`config.mk`:
```
export PLATFORM = sky130hd
export DESIGN_NAME = doubly_linked_list_engine
export DESIGN_NICKNAME = d
export VERILOG_FILES = /design/src/dll_pkg.sv /design/src/doubly_linked_list_engine.sv /design/src/dll_ram.sv
export SDC_FILE = /design/constraint.sdc
export NUM_CORES = 1
export LEC_CHECK = 0
export BUFFER_PORTS_ARGS = -buffer_cell sky130_fd_sc_hd__buf_2
export CAP_MARGIN = 20
export CORE_MARGIN = 3
export CORE_UTILIZATION = 37
export DETAILED_ROUTE_END_ITERATION = 12
export PLACE_DENSITY = 0.56
export SLEW_MARGIN = 5
export SYNTH_ARGS = -nofsm -noshare
export SYNTH_HDL_FRONTEND = slang
export SYNTH_SLANG_ARGS = --single-unit
export TNS_END_PERCENT = 10
```
`constraint.sdc`:
```
create_clock -name clk_i -period 5.42 [get_ports clk_i]
set_input_delay 0.271 -clock clk_i [delete_from_list [all_inputs] [get_ports clk_i]]
set_output_delay 0.271 -clock clk_i [all_outputs]
set_load 0.05 [all_outputs]
```
`src/dll_pkg.sv`:
```
`default_nettype none

package dll_pkg;

  localparam int unsigned NODES_DEF  = 16;
  localparam int unsigned DATA_W_DEF = 32;
  localparam int unsigned FUNC_W     = 4;
  localparam int unsigned WORD_W     = 32;

  typedef enum logic [FUNC_W-1:0] {
    OP_PUSH_HEAD  = 4'd0,
    OP_PUSH_TAIL  = 4'd1,
    OP_POP_HEAD   = 4'd2,
    OP_POP_TAIL   = 4'd3,
    OP_PEEK_HEAD  = 4'd4,
    OP_PEEK_TAIL  = 4'd5,
    OP_CUR_HEAD   = 4'd6,
    OP_CUR_TAIL   = 4'd7,
    OP_CUR_READ   = 4'd8,
    OP_STEP_BACK  = 4'd9,
    OP_STEP_FWD   = 4'd10,
    OP_INS_BEFORE = 4'd11,
    OP_INS_AFTER  = 4'd12,
    OP_DEL_BEFORE = 4'd13,
    OP_DEL_AFTER  = 4'd14,
    OP_CLEAR      = 4'd15
  } func_e;

endpackage

`default_nettype wire

```
`src/doubly_linked_list_engine.sv`:
```
`default_nettype none
// an accepted request passes S_RD2, S_EXE and S_WR2, and waits in S_HOLD if the result stalls
// a new request is taken only back in S_IDLE, set by two dependent read rounds and two write
//   rounds on the link memories (prev and next), each with a single write port
// reset: head, tail, cursor and free list go null, fresh count goes to zero;
//   the pool memories are not cleared, so the block is ready right after reset

module doubly_linked_list_engine #(
  parameter int unsigned NODES  = dll_pkg::NODES_DEF,
  parameter int unsigned DATA_W = dll_pkg::DATA_W_DEF
) (
  input  logic                      clk_i,
  input  logic                      rst_ni,
  input  logic                      in_valid_i,
  output logic                      in_ready_o,
  input  logic [dll_pkg::FUNC_W-1:0] func_i,
  input  logic [dll_pkg::WORD_W-1:0] payload_in_i,
  output logic                      out_valid_o,
  input  logic                      out_ready_i,
  output logic                      status_o,
  output logic [dll_pkg::WORD_W-1:0] payload_out_o,
  output logic                      list_empty_o,
  output logic                      cursor_valid_o
);

  import dll_pkg::*;

  localparam int unsigned IDX_W = $clog2(NODES + 1);
  localparam int unsigned AW    = $clog2(NODES);
  localparam logic [IDX_W-1:0] NIL = IDX_W'(NODES);

  typedef enum logic [4:0] {
    S_IDLE = 5'b00001,
    S_RD2  = 5'b00010,
    S_EXE  = 5'b00100,
    S_WR2  = 5'b01000,
    S_HOLD = 5'b10000
  } state_e;

  function automatic logic is_node(input logic [IDX_W-1:0] x);
    return x < NIL;
  endfunction

  state_e state_q, state_d;

  // list registers
  logic [IDX_W-1:0] head_q, tail_q, cursor_q, free_q, fresh_q;
  logic [IDX_W-1:0] head_d, tail_d, cursor_d, free_d, fresh_d;
  logic [IDX_W-1:0] hd, tl, c;

  // per-request working registers
  func_e             op_q;
  logic [DATA_W-1:0] word_q;
  logic [IDX_W-1:0]  n1_q, n2_q, p1_q, q1_q;
  logic [DATA_W-1:0] w1_q;
  logic [IDX_W-1:0]  n1, n2;

  // memory ports
  logic              rd_en;
  logic [IDX_W-1:0]  rd_addr;
  logic [IDX_W-1:0]  prev_rd, next_rd;
  logic [DATA_W-1:0] pay_rd;
  logic              prev_we, next_we;
  logic [IDX_W-1:0]  prev_wa, next_wa, prev_wd, next_wd;

  // first write round
  logic              pay_we_a;
  logic [IDX_W-1:0]  pay_wa_a;
  logic              prev_we_a, next_we_a;
  logic [IDX_W-1:0]  prev_wa_a, prev_wd_a, next_wa_a, next_wd_a;

  // second write round, held for the cycle after execute
  logic              prev_we_b_q, next_we_b_q, prev_we_b_d, next_we_b_d;
  logic [IDX_W-1:0]  prev_wa_b_q, prev_wd_b_q, next_wa_b_q, next_wd_b_q;
  logic [IDX_W-1:0]  prev_wa_b_d, prev_wd_b_d, next_wa_b_d, next_wd_b_d;

  // result
  logic              bad;
  logic [DATA_W-1:0] res;
  logic              st_q, emp_q, cv_q;
  logic [WORD_W-1:0] po_q;
  logic              out_valid_q, out_st_q, out_emp_q, out_cv_q;
  logic [WORD_W-1:0] out_po_q;
  logic              out_free, out_load, accept;

  // place / remove helpers
  logic              pl_en, rm_en;
  logic [IDX_W-1:0]  pl_p, pl_q, rm_n, rm_p, rm_q, alloc_n;
  logic [DATA_W-1:0] rm_w;

  assign hd = (is_node(head_q) && is_node(tail_q)) ? head_q : NIL;
  assign tl = (is_node(head_q) && is_node(tail_q)) ? tail_q : NIL;
  assign c  = is_node(cursor_q) ? cursor_q : NIL;

  assign in_ready_o = (state_q == S_IDLE);
  assign accept     = in_valid_i && in_ready_o;
  assign out_free   = !out_valid_q || out_ready_i;
  assign out_load   = ((state_q == S_WR2) || (state_q == S_HOLD)) && out_free;

  // first read node, from the incoming operation
  always_comb begin
    unique case (func_e'(func_i))
      OP_POP_HEAD, OP_PEEK_HEAD, OP_CUR_HEAD: n1 = hd;
      OP_POP_TAIL, OP_PEEK_TAIL, OP_CUR_TAIL: n1 = tl;
      default:                                n1 = c;
    endcase
  end

  // second read node: the cursor's neighbour, or the free-list head for allocation
  always_comb begin
    unique case (op_q)
      OP_STEP_BACK, OP_DEL_BEFORE: n2 = prev_rd;
      OP_STEP_FWD, OP_DEL_AFTER:   n2 = next_rd;
      default:                     n2 = free_q;
    endcase
  end

  assign rd_en   = accept || (state_q == S_RD2);
  assign rd_addr = accept ? n1 : n2;

  assign alloc_n = is_node(free_q) ? free_q : (is_node(fresh_q) ? fresh_q : NIL);

  always_comb begin
    bad         = 1'b0;
    res         = '0;
    head_d      = hd;
    tail_d      = tl;
    cursor_d    = c;
    free_d      = free_q;
    fresh_d     = fresh_q;
    pay_we_a    = 1'b0;
    pay_wa_a    = alloc_n;
    prev_we_a   = 1'b0;
    prev_wa_a   = NIL;
    prev_wd_a   = NIL;
    next_we_a   = 1'b0;
    next_wa_a   = NIL;
    next_wd_a   = NIL;
    prev_we_b_d = 1'b0;
    prev_wa_b_d = NIL;
    prev_wd_b_d = NIL;
    next_we_b_d = 1'b0;
    next_wa_b_d = NIL;
    next_wd_b_d = NIL;
    pl_en       = 1'b0;
    pl_p        = NIL;
    pl_q        = NIL;
    rm_en       = 1'b0;
    rm_n        = NIL;
    rm_p        = NIL;
    rm_q        = NIL;
    rm_w        = '0;

    unique case (op_q)
      OP_PUSH_HEAD: begin
        pl_en = 1'b1;
        pl_q  = hd;
      end
      OP_PUSH_TAIL: begin
        pl_en = 1'b1;
        pl_p  = tl;
      end
      OP_POP_HEAD, OP_POP_TAIL: begin
        if (!is_node(n1_q)) begin
          bad = 1'b1;
        end else begin
          rm_en = 1'b1;
          rm_n  = n1_q;
          rm_p  = p1_q;
          rm_q  = q1_q;
          rm_w  = w1_q;
        end
      end
      OP_PEEK_HEAD, OP_PEEK_TAIL, OP_CUR_READ: begin
        if (!is_node(n1_q)) bad = 1'b1;
        else res = w1_q;
      end
      OP_CUR_HEAD, OP_CUR_TAIL: begin
        cursor_d = n1_q;
        bad      = !is_node(n1_q);
      end
      OP_STEP_BACK, OP_STEP_FWD: begin
        if (!is_node(c) || !is_node(n2_q)) begin
          bad = 1'b1;
        end else begin
          cursor_d = n2_q;
          res      = pay_rd;
        end
      end
      OP_INS_BEFORE: begin
        if (!is_node(c)) begin
          bad = 1'b1;
        end else begin
          pl_en = 1'b1;
          pl_p  = p1_q;
          pl_q  = c;
        end
      end
      OP_INS_AFTER: begin
        if (!is_node(c)) begin
          bad = 1'b1;
        end else begin
          pl_en = 1'b1;
          pl_p  = c;
          pl_q  = q1_q;
        end
      end
      OP_DEL_BEFORE, OP_DEL_AFTER: begin
        if (!is_node(c) || !is_node(n2_q)) begin
          bad = 1'b1;
        end else begin
          rm_en = 1'b1;
          rm_n  = n2_q;
          rm_p  = prev_rd;
          rm_q  = next_rd;
          rm_w  = pay_rd;
        end
      end
      OP_CLEAR: begin
        // splice the whole list in front of the free list
        if (is_node(hd)) begin
          next_we_a = 1'b1;
          next_wa_a = tl;
          next_wd_a = free_q;
          free_d    = hd;
        end
        head_d   = NIL;
        tail_d   = NIL;
        cursor_d = NIL;
      end
      default: bad = 1'b1;
    endcase

    if (pl_en) begin
      if (!is_node(alloc_n)) begin
        bad = 1'b1;
      end else begin
        // the new node's own fields go first, neighbour links in the second round
        pay_we_a  = 1'b1;
        prev_we_a = 1'b1;
        prev_wa_a = alloc_n;
        prev_wd_a = pl_p;
        next_we_a = 1'b1;
        next_wa_a = alloc_n;
        next_wd_a = pl_q;
        if (is_node(pl_p)) begin
          next_we_b_d = 1'b1;
          next_wa_b_d = pl_p;
          next_wd_b_d = alloc_n;
        end else begin
          head_d = alloc_n;
        end
        if (is_node(pl_q)) begin
          prev_we_b_d = 1'b1;
          prev_wa_b_d = pl_q;
          prev_wd_b_d = alloc_n;
        end else begin
          tail_d = alloc_n;
        end
        // free-list head's next link came from the second read round
        if (is_node(free_q)) free_d = next_rd;
        else fresh_d = fresh_q + IDX_W'(1);
      end
    end

    if (rm_en) begin
      if (is_node(rm_p)) begin
        next_we_a = 1'b1;
        next_wa_a = rm_p;
        next_wd_a = rm_q;
      end else begin
        head_d = rm_q;
      end
      if (is_node(rm_q)) begin
        prev_we_a = 1'b1;
        prev_wa_a = rm_q;
        prev_wd_a = rm_p;
      end else begin
        tail_d = rm_p;
      end
      if (c == rm_n) cursor_d = NIL;
      next_we_b_d = 1'b1;
      next_wa_b_d = rm_n;
      next_wd_b_d = free_q;
      free_d      = rm_n;
      res         = rm_w;
    end

    if (bad) res = '0;
  end

  // memory write port muxing between the two write rounds
  always_comb begin
    prev_we = 1'b0;
    prev_wa = prev_wa_a;
    prev_wd = prev_wd_a;
    next_we = 1'b0;
    next_wa = next_wa_a;
    next_wd = next_wd_a;
    if (state_q == S_EXE) begin
      prev_we = prev_we_a && is_node(prev_wa_a);
      next_we = next_we_a && is_node(next_wa_a);
    end else if (state_q == S_WR2) begin
      prev_we = prev_we_b_q && is_node(prev_wa_b_q);
      prev_wa = prev_wa_b_q;
      prev_wd = prev_wd_b_q;
      next_we = next_we_b_q && is_node(next_wa_b_q);
      next_wa = next_wa_b_q;
      next_wd = next_wd_b_q;
    end
  end

  dll_ram #(.WIDTH(DATA_W), .DEPTH(NODES)) u_pay_ram (
    .clk_i   (clk_i),
    .we_i    ((state_q == S_EXE) && pay_we_a),
    .waddr_i (pay_wa_a[AW-1:0]),
    .wdata_i (word_q),
    .re_i    (rd_en),
    .raddr_i (rd_addr[AW-1:0]),
    .rdata_o (pay_rd)
  );

  dll_ram #(.WIDTH(IDX_W), .DEPTH(NODES)) u_prev_ram (
    .clk_i   (clk_i),
    .we_i    (prev_we),
    .waddr_i (prev_wa[AW-1:0]),
    .wdata_i (prev_wd),
    .re_i    (rd_en),
    .raddr_i (rd_addr[AW-1:0]),
    .rdata_o (prev_rd)
  );

  dll_ram #(.WIDTH(IDX_W), .DEPTH(NODES)) u_next_ram (
    .clk_i   (clk_i),
    .we_i    (next_we),
    .waddr_i (next_wa[AW-1:0]),
    .wdata_i (next_wd),
    .re_i    (rd_en),
    .raddr_i (rd_addr[AW-1:0]),
    .rdata_o (next_rd)
  );

  always_comb begin
    state_d = state_q;
    unique case (state_q)
      S_IDLE: if (in_valid_i) state_d = S_RD2;
      S_RD2:  state_d = S_EXE;
      S_EXE:  state_d = S_WR2;
      S_WR2:  state_d = out_free ? S_IDLE : S_HOLD;
      S_HOLD: if (out_free) state_d = S_IDLE;
      default: state_d = S_IDLE;
    endcase
  end

  always_ff @(posedge clk_i or negedge rst_ni) begin
    if (!rst_ni) begin
      state_q     <= S_IDLE;
      head_q      <= NIL;
      tail_q      <= NIL;
      cursor_q    <= NIL;
      free_q      <= NIL;
      fresh_q     <= '0;
      out_valid_q <= 1'b0;
      prev_we_b_q <= 1'b0;
      next_we_b_q <= 1'b0;
    end else begin
      state_q <= state_d;
      if (state_q == S_EXE) begin
        head_q      <= head_d;
        tail_q      <= tail_d;
        cursor_q    <= cursor_d;
        free_q      <= free_d;
        fresh_q     <= fresh_d;
        prev_we_b_q <= prev_we_b_d;
        next_we_b_q <= next_we_b_d;
      end
      if (out_load) out_valid_q <= 1'b1;
      else if (out_ready_i) out_valid_q <= 1'b0;
    end
  end

  always_ff @(posedge clk_i) begin
    if (accept) begin
      op_q   <= func_e'(func_i);
      word_q <= DATA_W'(payload_in_i);
      n1_q   <= n1;
    end
    if (state_q == S_RD2) begin
      n2_q <= n2;
      p1_q <= prev_rd;
      q1_q <= next_rd;
      w1_q <= pay_rd;
    end
    if (state_q == S_EXE) begin
      prev_wa_b_q <= prev_wa_b_d;
      prev_wd_b_q <= prev_wd_b_d;
      next_wa_b_q <= next_wa_b_d;
      next_wd_b_q <= next_wd_b_d;
      st_q        <= bad;
      po_q        <= WORD_W'(res);
      emp_q       <= !is_node(head_d);
      cv_q        <= is_node(cursor_d);
    end
    if (out_load) begin
      out_st_q  <= st_q;
      out_po_q  <= po_q;
      out_emp_q <= emp_q;
      out_cv_q  <= cv_q;
    end
  end

  assign out_valid_o    = out_valid_q;
  assign status_o       = out_st_q;
  assign payload_out_o  = out_po_q;
  assign list_empty_o   = out_emp_q;
  assign cursor_valid_o = out_cv_q;

endmodule

`default_nettype wire

```
`src/dll_ram.sv`:
```
`default_nettype none

module dll_ram #(
  parameter int unsigned WIDTH = 32,
  parameter int unsigned DEPTH = 16
) (
  input  logic                     clk_i,
  input  logic                     we_i,
  input  logic [$clog2(DEPTH)-1:0] waddr_i,
  input  logic [WIDTH-1:0]         wdata_i,
  input  logic                     re_i,
  input  logic [$clog2(DEPTH)-1:0] raddr_i,
  output logic [WIDTH-1:0]         rdata_o
);

  logic [WIDTH-1:0] mem_q [DEPTH];
  logic [WIDTH-1:0] rdata_q;

  always_ff @(posedge clk_i) begin
    if (we_i) begin
      mem_q[waddr_i] <= wdata_i;
    end
  end

  always_ff @(posedge clk_i) begin
    if (re_i) begin
      rdata_q <= mem_q[raddr_i];
    end
  end

  assign rdata_o = rdata_q;

endmodule

`default_nettype wire
```
# Yosys cells after proc, flatten, opt, wreduce, memory -nomap -nowiden
# Memory sizes are Yosys's and may differ from the RTL's. A register that Yosys moved wholly into a read port is not among the register bits.
# Cells that the tools add are included.
# Widths: inputs -> output; s select.
# word_totals
ramBits	672
n_memories	3
ff_bits	211
input_bits	40
word_cells	246
output_inout_bits	37
# op_classes
n_mux	129
magnitude_cmp	20
eq_ne	29
bitwise_logic	1
n_reduce_logical	35
add_sub_neg	1
# mem_list
name	depth	word_bits	read_ports	rd_ports_with_merged_regs	wr	line	rtl
u_pay_ram.mem_q	16	32	1	1	1	dll_ram.sv:16	logic [WIDTH-1:0] mem_q [DEPTH];
u_next_ram.mem_q	16	5	1	1	1	dll_ram.sv:16	
u_prev_ram.mem_q	16	5	1	1	1	dll_ram.sv:16	
# ops
operator	n
$mux 5	70
$pmux 32 s2	2
$lt 5x5->1 const B	20
$mux 32	3
$pmux 5 s2	5
$pmux 5 s3	3
$mux 1	37
$eq 4x3->1 const B	8
$eq 4x4->1 const B	8
$pmux 5 s5	1
$mux 4	5
$eq 4x2->1 const B	4
$reduce_or 2->1	8
$reduce_or 3->1	3
$logic_and 1x1->1	8
$add 5x1->5 const B	1
$eq 5x1->1 const B	1
$eq 5x2->1 const B	1
$eq 5x3->1 const B	1
$eq 5x4->1 const B	1
$eq 5x5->1	1
$eq 5x5->1 const B	1
$logic_not 1->1	5
$reduce_or 5->1	1
12 further kinds	17

# Depth between registers and ports, before layout
# depth
ltp_word	15
depth_mapped	12

# Modules after synthesis
# A second synthesis with hierarchy kept.
# hier_totals
hier_cells	1850
hier_area_um2	35928.2
# modules_own_cells
module	area_each_um2	seq_area_each_um2	cells_per_inst	instances
dll_ram at u_pay_ram	20155.6	16335.7	838	1
doubly_linked_list_engine	9246.4	6177.2	702	1
dll_ram at u_next_ram ...	3263.1	2552.4	155	2

# Least setup slack after synthesis
# No wires, ideal clock.
# synth_path
kind	register to register
start	register state_q[2]
end	register u_next_ram.rdata_q[0], in the netlist u_next_ram.rdata_o[0] (read register of u_next_ram.mem_q) (enable)
path_stages_with_launch	5
path_slack_ns	-0.377
required_time_ns	5.039
n_path_buf	1
setup_ns	0.381
arrival_time_ns	5.416
cell_sequence	dfrtp_1 or3_1 buf_2 nor3b_1 or2_2
# synth_via
elab_chain_len	3
elab_cells_between_ends	5
cone_classes	eq/ne (2); mux (1); reduce/logical (2)
# synth_lines
item	line	rtl
start, declared	doubly_linked_list_engine.sv:44	state_e state_q, state_d;
start signal, assigned	doubly_linked_list_engine.sv:367	state_q <= state_d;
$eq 5x1->1	doubly_linked_list_engine.sv:95	assign in_ready_o = (state_q == S_IDLE);
$logic_and 1x1->1	doubly_linked_list_engine.sv:96	assign accept = in_valid_i && in_ready_o;
$logic_or 1x1->1 *	doubly_linked_list_engine.sv:118	assign rd_en = accept || (state_q == S_RD2);
named net rd_en	doubly_linked_list_engine.sv:59	logic rd_en;
end, declared	dll_ram.sv:17	logic [WIDTH-1:0] rdata_q;
# The timed path passes the listed nets; every way through them passes the cells marked *.
# A chain may end at the register's enable or synchronous reset.

# Final worst setup path
# layout_path
start	register op_q[2]
end	memory u_pay_ram.mem_q[2][25] (enable)
# layout_via
elab_chain_len	7
elab_cells_between_ends	11
cone_classes	eq/ne (3); mux (4); reduce/logical (4)
# layout_lines
item	line	rtl
start, declared	doubly_linked_list_engine.sv:52	func_e op_q;
start signal, assigned	doubly_linked_list_engine.sv:384	op_q <= func_e'(func_i);
$eq 4x4->1 (tied with other cells)	doubly_linked_list_engine.sv:154	unique case (op_q)
$reduce_or 2->1 (no line)	-	
$pmux 1 s2 *	doubly_linked_list_engine.sv:154	
$mux 1 *	doubly_linked_list_engine.sv:234	if (pl_en) begin
$logic_and 1x1->1 *	doubly_linked_list_engine.sv:315	.we_i ((state_q == S_EXE) && pay_we_a),
$mux 1 *	dll_ram.sv:20	if (we_i) begin
$mux 1 (implied by the code) *	dll_ram.sv:21	mem_q[waddr_i] <= wdata_i;
end, declared	dll_ram.sv:16	
# Mark *: on every way between the ends. The rest lies on a longest branch, timed or not.

==> run_results.csv <==
group,metric,value,unit
synth,syn-instance-count,2121,
global_routing,grt_max_degree,81,
synth,yosys_register_bits,925,
timing,skew,0.0402,ns
synth,ys_seq_area_frac,0.765,
synth,synth_edf_count,892,
cells_and_area,stdcell_count,3632,
placed_design,dp_slack,1.12,ns
die,core.rowCount,113,
timing,rsz0062_at_grt,"no",
die,coreArea,95900,sq um
min_path,hp-class,"in2reg",
die,pin_count,77,
timing,hold_slack,0.0425,ns
synth,synthDistinctLibCells,67,
outcome,status,"complete, no violations",
die,chipHeight,318,um
placed_design,portBuffers,76,
power_and_ir_drop,max-vdd-ir-drop,0.403,mV
drt,routed-via-count,19700,
synth,synth.avg_cell_area,17.0,sq um
global_routing,grtUsageTotal,0.171,
timing,fin_tns_setup,0,ns
global_routing,grt_overflow_total,0,
die,dieArea,101000,sq um
placed_design,dp_hpwl,54500,um
timing,finalSetupViolCount,0,
synth,synthFlopType,"edfxtp_1",
global_routing,antenna_found_initial,1,
worst_setup_path,slowest_delay,0.90,ns
synth,synth_top_area_cell,"edfxtp_1",
synth,synth_warnings,0,
worst_setup_path,crit_path_end_kind,"flip-flop",
clock_tree,worstSkewPairLatency,0.66,ns
cells_and_area,nNetsFinal,2329,
clock_tree,cts_resized,0,
worst_setup_path,crit_path_cell_trace,"or3b_2 -> a21oi_1 -> o21ai_1 -> buf_4 -> nor2_1 -> nand3_1 -> nor2_4 -> buf_4",
clock_tree,htree_num_levels,3,
drt,drtIter0Drc,1781,
cells_and_area,fill_cells,8380,
clock_tree,clock_sinks,925,
drt,routed_wl,88300,um
drt,wl_per_cell,24.3,um
clock_tree,postCtsSetupBuffers,0,
clock_tree,cts_buffers,97,
drt,route.detailed.drc,0,
placed_design,dpl.cell_count,3415,
clock_tree,clock-root-buffer,"clkbuf_16",
synth,syn_area,36100,sq um
placed_design,place_congestion,0.900,
cells_and_area,multi_input_area,8110,sq um
worst_setup_path,crit_slowest_cell,"edfxtp_1",
synth,yosysMostFrequentCell,"edfxtp_1",
drt,viasPerCell,5.42,
synth,synthesis.nets,2162,
global_routing,grt_pass1_vias,19700,
timing,fmax,233,MHz
worst_setup_path,critical_path_required,5.75,ns
drt,antenna_left,0,
timing,slew_headroom,0.333,
cells_and_area,drive_gt1_frac,0.146,
power_and_ir_drop,p_leak,0.0152,uW
worst_setup_path,reg2regPathDepth,8,
drt,firstDrtPassIters,5,
timing,worstMarginPinSlew,0.999,ns
cells_and_area,seq_area,27600,sq um
timing,final-hold-violation-count,0,
die,chipWidth,318,um
synth,yosys.area.top_type_share,0.742,
min_path,hold_depth,3,
job,maxCapViolCount,0,
timing,final_max_slew_viol_count,0,
worst_setup_path,arrival,4.61,ns
clock_tree,clock_path_buffers,3,
worst_setup_path,critPathKind,"reg2reg",
worst_setup_path,crit_top_cell,"buf_4",
power_and_ir_drop,p_per_area,508,nW/um^2
cells_and_area,area_growth,16.4,%
worst_setup_path,cp-start-kind,"flip-flop",
timing,period_share,0.790,
timing,fin_ws,1.14,ns
worst_setup_path,critPathMaxFanout,27,
synth,synth_area_leaders,"edfxtp_1, mux2i_1, o22ai_1, dfrtp_1, a22o_1",
cells_and_area,diodes,0,
clock_tree,cts_tree,"done",
clock_tree,hold_buffers,38,
die,initial_core_util,0.376,
global_routing,grt_pass1_wl,131000,um
synth,async_reset_ff_frac,0.0357,
synth,synthTopCellsByCount,"edfxtp_1, mux2i_1, o22ai_1",
clock_tree,path_clk_slew,0.06,ns
timing,fin_crit,4.28,ns
through the flow:
stage | power [uW] | util | instance area, sq um
floorplan | 12900 | - | 36100
global placement | 14800 | 0.401 | 38400
detailed placement | 14900 | 0.401 | 38400
CTS | 21500 | 0.438 | 42000
global route | 22200 | 0.438 | 42000
finish | 21300 | 0.438 | 42000
sequential cells by signal, summed over array words and instances, names as in the netlist, 32 cells and up:
register / count
payload_out_o: 32
po_q: 32
u_next_ram.mem_q: 80
u_pay_ram.mem_q: 512
u_pay_ram.rdata_o: 32
u_prev_ram.mem_q: 80
w1_q: 32
word_q: 32
worst max-delay path, delay by kind of cell, from the launching register on:
kind            cells  cell delay (ns)
simple gates        4             1.90
buf+inv             2             0.65
compound gates      2             0.47
flops               1             0.90
cell families after synthesis:
family / synth area share
AO/OA/AOI/OAI: 0.0713
XOR/XNOR: 0.00170
adder cells (fa/ha/maj): 0.000347
buffers and inverters: 0.0156
flip-flops: 0.765
multiplexers: 0.0994
AND/OR/NAND/NOR: 0.0461
placed cells by master (no fill, tap or decap), types with 15 or more instances in the layout:
cell	count
a21oi_1	45
a22o_1	48
a22oi_1	21
buf_2	76
buf_4	54
clkbuf_1	16
clkbuf_16	97
clkinv_1	20
clkinv_2	18
dfrtp_1	28
dlygate4sd3_1	38
edfxtp_1	892
mux2i_1	348
nand2_1	76
nor2_1	86
nor2_4	16
nor2b_1	15
o21ai_0	33
o22ai_1	175
or4_1	43
per-layer routing:
layer | vias to the layer above | share of wire | track usage
met3 | 125 | 0.061 | 0.0293
met1 | 10100 | 0.47 | 0.256
li1 | 8856 | - | -
met4 | 0 | 0.019 | 0.0440
met5 | - | 0 | 0
met2 | 632 | 0.45 | 0.259
path summary, 6_finish.rpt:
check / to / from / slack, ns
min reg2reg: payload_out_o[3] / po_q[3] / 0.42
max: u_pay_ram.mem_q[2][25] / op_q[2] / 1.14
min in group asynchronous: tail_q[3] / rst_ni / 0.27
max reg2reg: u_pay_ram.mem_q[2][25] / op_q[2] / 1.14
min: state_q[1] / in_valid_i / 0.04
max in group asynchronous: state_q[2] / rst_ni / 4.60
power breakdown:
part | internal (uW) | switching (uW) | leakage (uW)
logic | 2100 | 3140 | 0.00503
clock network | 3840 | 2750 | 0.00155
registers | 8790 | 719 | 0.00858
area by class of cell:
type / instances / share of cell area
timing repair buffer: 182 / 0.0346
clock inverter: 65 / 0.0167
clock buffer: 113 / 0.0592
inverter: 11 / 0.000983
multi-input combinational: 1071 / 0.193
sequential: 925 / 0.658
tap: 1265 / 0.0377
(Power assumes the default switching activity.)
